**config.mk**
```make
export PLATFORM = sky130hd
export DESIGN_NAME = ple_cell
export DESIGN_NICKNAME = d
export VERILOG_FILES = /design/src/design/ple_pkg.sv /design/src/design/ple_cell.sv
export SDC_FILE = /design/constraint.sdc
export NUM_CORES = 1
export LEC_CHECK = 0
export BUFFER_PORTS_ARGS = -buffer_cell sky130_fd_sc_hd__buf_2
export CAP_MARGIN = 10
export CELL_PAD_IN_SITES_DETAIL_PLACEMENT = 1
export CELL_PAD_IN_SITES_GLOBAL_PLACEMENT = 2
export CORE_ASPECT_RATIO = 1.25
export CORE_MARGIN = 1.5
export CORE_UTILIZATION = 19
export DETAILED_ROUTE_END_ITERATION = 10
export PLACE_DENSITY_LB_ADDON = 0.1
export REMOVE_ABC_BUFFERS = 1
export SLEW_MARGIN = 20
export SYNTH_ARGS = -nofsm -noshare
export SYNTH_HDL_FRONTEND = slang
export SYNTH_SLANG_ARGS = --single-unit
```
**constraint.sdc**
```tcl
create_clock -name clk -period 2.5 [get_ports clk]
set_input_delay 0.375 -clock clk [delete_from_list [all_inputs] [get_ports clk]]
set_output_delay 0.375 -clock clk [all_outputs]
set_load 0.05 [all_outputs]
```
**src/design/ple_pkg.sv**
```systemverilog
`timescale 1ns / 1ps

package ple_pkg;

  typedef logic signed [31:0] data_t;

  localparam logic [1:0] OP_READ   = 2'd0;
  localparam logic [1:0] OP_INSERT = 2'd1;
  localparam logic [1:0] OP_DELETE = 2'd2;

  localparam logic [1:0] STAT_OK    = 2'd0;
  localparam logic [1:0] STAT_RANGE = 2'd1;
  localparam logic [1:0] STAT_FULL  = 2'd2;

  typedef struct packed {
    logic [1:0] opcode;
    logic [8:0] position;
    data_t      value;
  } in_item_t;

  typedef struct packed {
    data_t      read_value;
    logic [1:0] status;
    logic [8:0] length;
  } out_item_t;

  // Shift commands broadcast to every cell of the chain.
  typedef struct packed {
    logic ins;
    logic del;
  } cell_ctrl_t;

endpackage

```
**src/design/ple_cell.sv**
```systemverilog
`timescale 1ns / 1ps

module ple_cell
  import ple_pkg::*;
#(
  parameter int IW = 8,
  parameter int K  = 0
) (
  input  logic          clk,
  input  cell_ctrl_t    ctrl,
  input  logic [IW-1:0] idx,
  input  logic [IW-1:0] rd_idx,
  input  data_t         value,
  input  data_t         left,
  input  data_t         right,
  output data_t         data,
  output data_t         tap
);

  localparam logic [IW-1:0] KI = IW'(K);

  data_t data_r;

  // Cells at or behind the operation point move; the others hold.
  always_ff @(posedge clk) begin
    if (ctrl.ins && (KI >= idx)) begin
      data_r <= (KI == idx) ? value : left;
    end else if (ctrl.del && (KI >= idx)) begin
      data_r <= right;
    end
  end

  assign data = data_r;
  assign tap  = (KI == rd_idx) ? data_r : '0;

endmodule

```
* Word-level counts from Yosys, hierarchy flattened *
Index checks and enable logic that the tools add are counted.

cells by class
  multiply operators = 0
  multiplexer cells = 4
  eq/ne operators = 0
  add/subtract/negate cells = 0
  bitwise gates (word level) = 0
  divide/modulo/power cells = 0
  shift operators = 0
  reduce and logical (&&, ||, !) cells = 5
  order comparisons = 1

operators by type and width
  kind                                                count
  two-way mux 32 bit                                  4
  zero test 8 bit                                     2
  >= comparator 1 x 8 -> 1 bit, first input constant  1
  logical AND 1 bit                                   2
  nonzero test 2 bit                                  1

storage, ports and cells
  word-level logic and storage cells = 11
  ROM bits = 0
  output and inout port bits = 64
  memories kept = 0
  RAM bits = 0
  input bits = 115
  bits in latches = 0
  flip-flop bits (word level) = 32

* Longest topological paths before layout *
  depth after elaboration = 4
  gate-level depth with buffers = 4
  gate-level depth less buffers = 3

* Worst setup path after synthesis *
No wires, ideal clock.

  path type = input to output
  start point = in rd_idx[5]
  end point = out tap[10]
  path slack = 0.473 ns
  path buffers = 1
  cell stages on the path = 4
  data arrival time = 1.652 ns
  data required time = 2.125 ns
  path through = or4_1 nor2_2 buf_4 and2_1

between the ends
  cells in the longest elaborated chain, start to end = 2

ends and longest elaborated chain
  item                RTL line        text
  start, declared     ple_cell.sv:12  input logic [IW-1:0] rd_idx,
  zero test 8 bit     ple_cell.sv:34  assign tap = (KI == rd_idx) ? data_r : '0;
  two-way mux 32 bit  ple_cell.sv:34
  end, declared       ple_cell.sv:17  output data_t tap

Every way passes these cells.

* Worst setup path after layout *
  start point = in rd_idx[5]
  end point = out tap[17]

Same word-level chain as after synthesis.

==> run summary <==
Status: completed
Ys async rst share: 0%
Clock transition at path regs: 60 ps
CTS tree: yes
DP Area: 2640 µm²
Internal Dissipation: 0.00104 W
DR pass1 iterations: 3
Final cell count without fillers: 385
Met2 Use GR: 20.6%
Die X: 89.0 µm
Post-layout min period: 2170 ps
Reg power frac: 45.7%
Share of the synthesized area in the top cell type: 54.7%
Antenna Cells: 0
Hold buffers post-CTS: 0
Final worst-path cycle share: 86.8%
Synth unique cells: 11
Combinational power share: 9.1%
HPWL after detailed placement: 4040 µm
Chip height: 111 µm
Power per cell area: 467 nW/µm²
CTS root buf: clkbuf_16
Num ports: 179
Power Total: 0.00130 W
Hold crit path type: primary input to flop
Yosys reg bits: 32
Post-DR wirelength/cell: 13.5 µm
Fin Setup TNS: 0 ps
Global-route wire length before repair: 7730 µm
Startpoint types: primary input
Num CTS Buffers: 5
Psw: 0.000261 W
Largest net degree at the start of global routing: 33
Max reg flops: 32
Kind of critical path: primary input to output port
Critical Path End Type: output port
Row count: 39
Net Sw Frac: 20.1%
Most frequent cells after synthesis: and2_1 (32), edfxtp_1 (32), mux2_4 (30)
Post-CTS repair timing setup buffer count: 0
Post-Syn Instances: 109
Met3 Use GR: 2.32%
Critical Path RT: 2120 ps
Fraction of layout cells with a size suffix above 1: 74.0%
GRT busiest layer: met2
Critical Path Fanout Max: 25
Synth Flop Type: edfxtp_1
Iteration-0 DRC Markers: 22
GP Congestion: 0.697
Worst slew pin tran: 452 ps
Final wirelength: 5210 µm
Placed Cells incl. Taps: 377
Crit-path max cell delay: 540 ps
H-tree Lvls: 2
Seq/Total Area, Yosys: 54.7%
Synth top area cells: edfxtp_1 (55%), mux2_4 (26%), and2_1 (11%), buf_6 (1.9%), nor4_2 (1.4%)
Synth area leader: edfxtp_1
Unrepaired setup endpoints after global routing: false
Initial antenna violation count: 0
Remaining antenna violation count: 0
Max-cap violations: 0
Gr ovfl total: 0
Initial Util: 19.4%
Setup Viol. Count Final: 0
Clock power frac: 45.2%
Ys Warns: 0
Mean Syn Cell Area: 16.1 µm²
Crit-path cells: buf_2 -> or4_1 -> nor2_2 -> buf_12 -> and2_1 -> buf_2
Post-synth EDFFs: 32
Vias per inst: 3.78
Slew Viols, Final: 0
Max Root-Sink Buffers: 2
Number of port buffers: 146
DRC: 0
Nets: 376
Clock sinks: 32
Hold_ws: 395 ps
Design area: 2770 µm²
GR Util All Layers: 10.5%
Global routing met1 resource utilization: 10.2%
Total number of vias: 1454
Full die area: 9840 µm²
CTS-repair resized insts: 0
Max frequency: 461 MHz
Static Leak: 1.43 nW
CP max stage cell: or4_1
Worst EP arrival: 1800 ps
Worst VDD drop: 0.000219 V
Hold Fails Final Rpt: 0
CORE AREA: 9080 µm²
Worst slew margin: 69.9%
Area growth, synth to finish: 57.9%
Vias in the first global route: 1574
Most numerous cell on the critical path: buf_2
Post-Syn Area: 1760 µm²
## layout make-up
class	count	area [µm²]
clock buffer	5	125
clock inverter	3	13.8
fill	1071	6300
multi-input combinational	71	739
sequential	32	961
tap	123	154
timing repair buffer	151	781
## power by group through the flow
stage	sequential (W)	clock [W]	combinational, W
detailed placement	0.000604	0	0.000120
global placement	0.000604	0	0.000117
global route	0.000593	0.000623	0.000131
floorplan	0.000609	0	0.0000451
finish	0.000593	0.000586	0.000118
CTS	0.000593	0.000604	0.000121
## cells in the final DEF, fill, tap and decap left out
cell type	n
buf_2	146
and2_1	32
edfxtp_1	32
mux2_4	30
clkbuf_16	5
buf_4	4
nor4_2	2
or4_1	2
mux2_2	2
clkinv_2	2
nand3_2	1
nor2_2	1
o211a_1	1
clkinv_1	1
buf_12	1
## through the flow
step / setup WS, ps / utilization, %
2_1_floorplan: 251 / -
3_3_place_gp: 309 / 29.0
5_1_grt: 226 / 30.6
6_report: 329 / 30.6
3_5_place_dp: 327 / 29.0
4_1_cts: 311 / 30.6
## final timing paths
kind | from | end | slack, ps | depth (start not counted)
setup / recovery | rd_idx[5] | tap[17] | 330 | 6
hold / removal | right[19] | data[19]$_DFFE_PP_ | 400 | 2
## critical path, delay by kind of cell
kind / cells / cell delay (ps)
buffers and inverters: 3 / 530
and+or+nand+nor: 3 / 880
## logic make-up (layout without fill, tap and decap cells)
kind of cell    count (synthesis)  count (layout)  share of synthesized area, %
buf+inv                         6             159                          3.20
compound gates                  1               1                         0.570
mux                            32              32                          26.9
simple gates                   38              38                          14.6
flops                          32              32                          54.7
## metal layers
metal / up-vias / routed length, µm
met4: 0 / 83
met3: 6 / 385
met2: 72 / 2950
met1: 674 / 1790
met5: - / 0
li1: 702 / -
(Power assumes the default switching activity.)
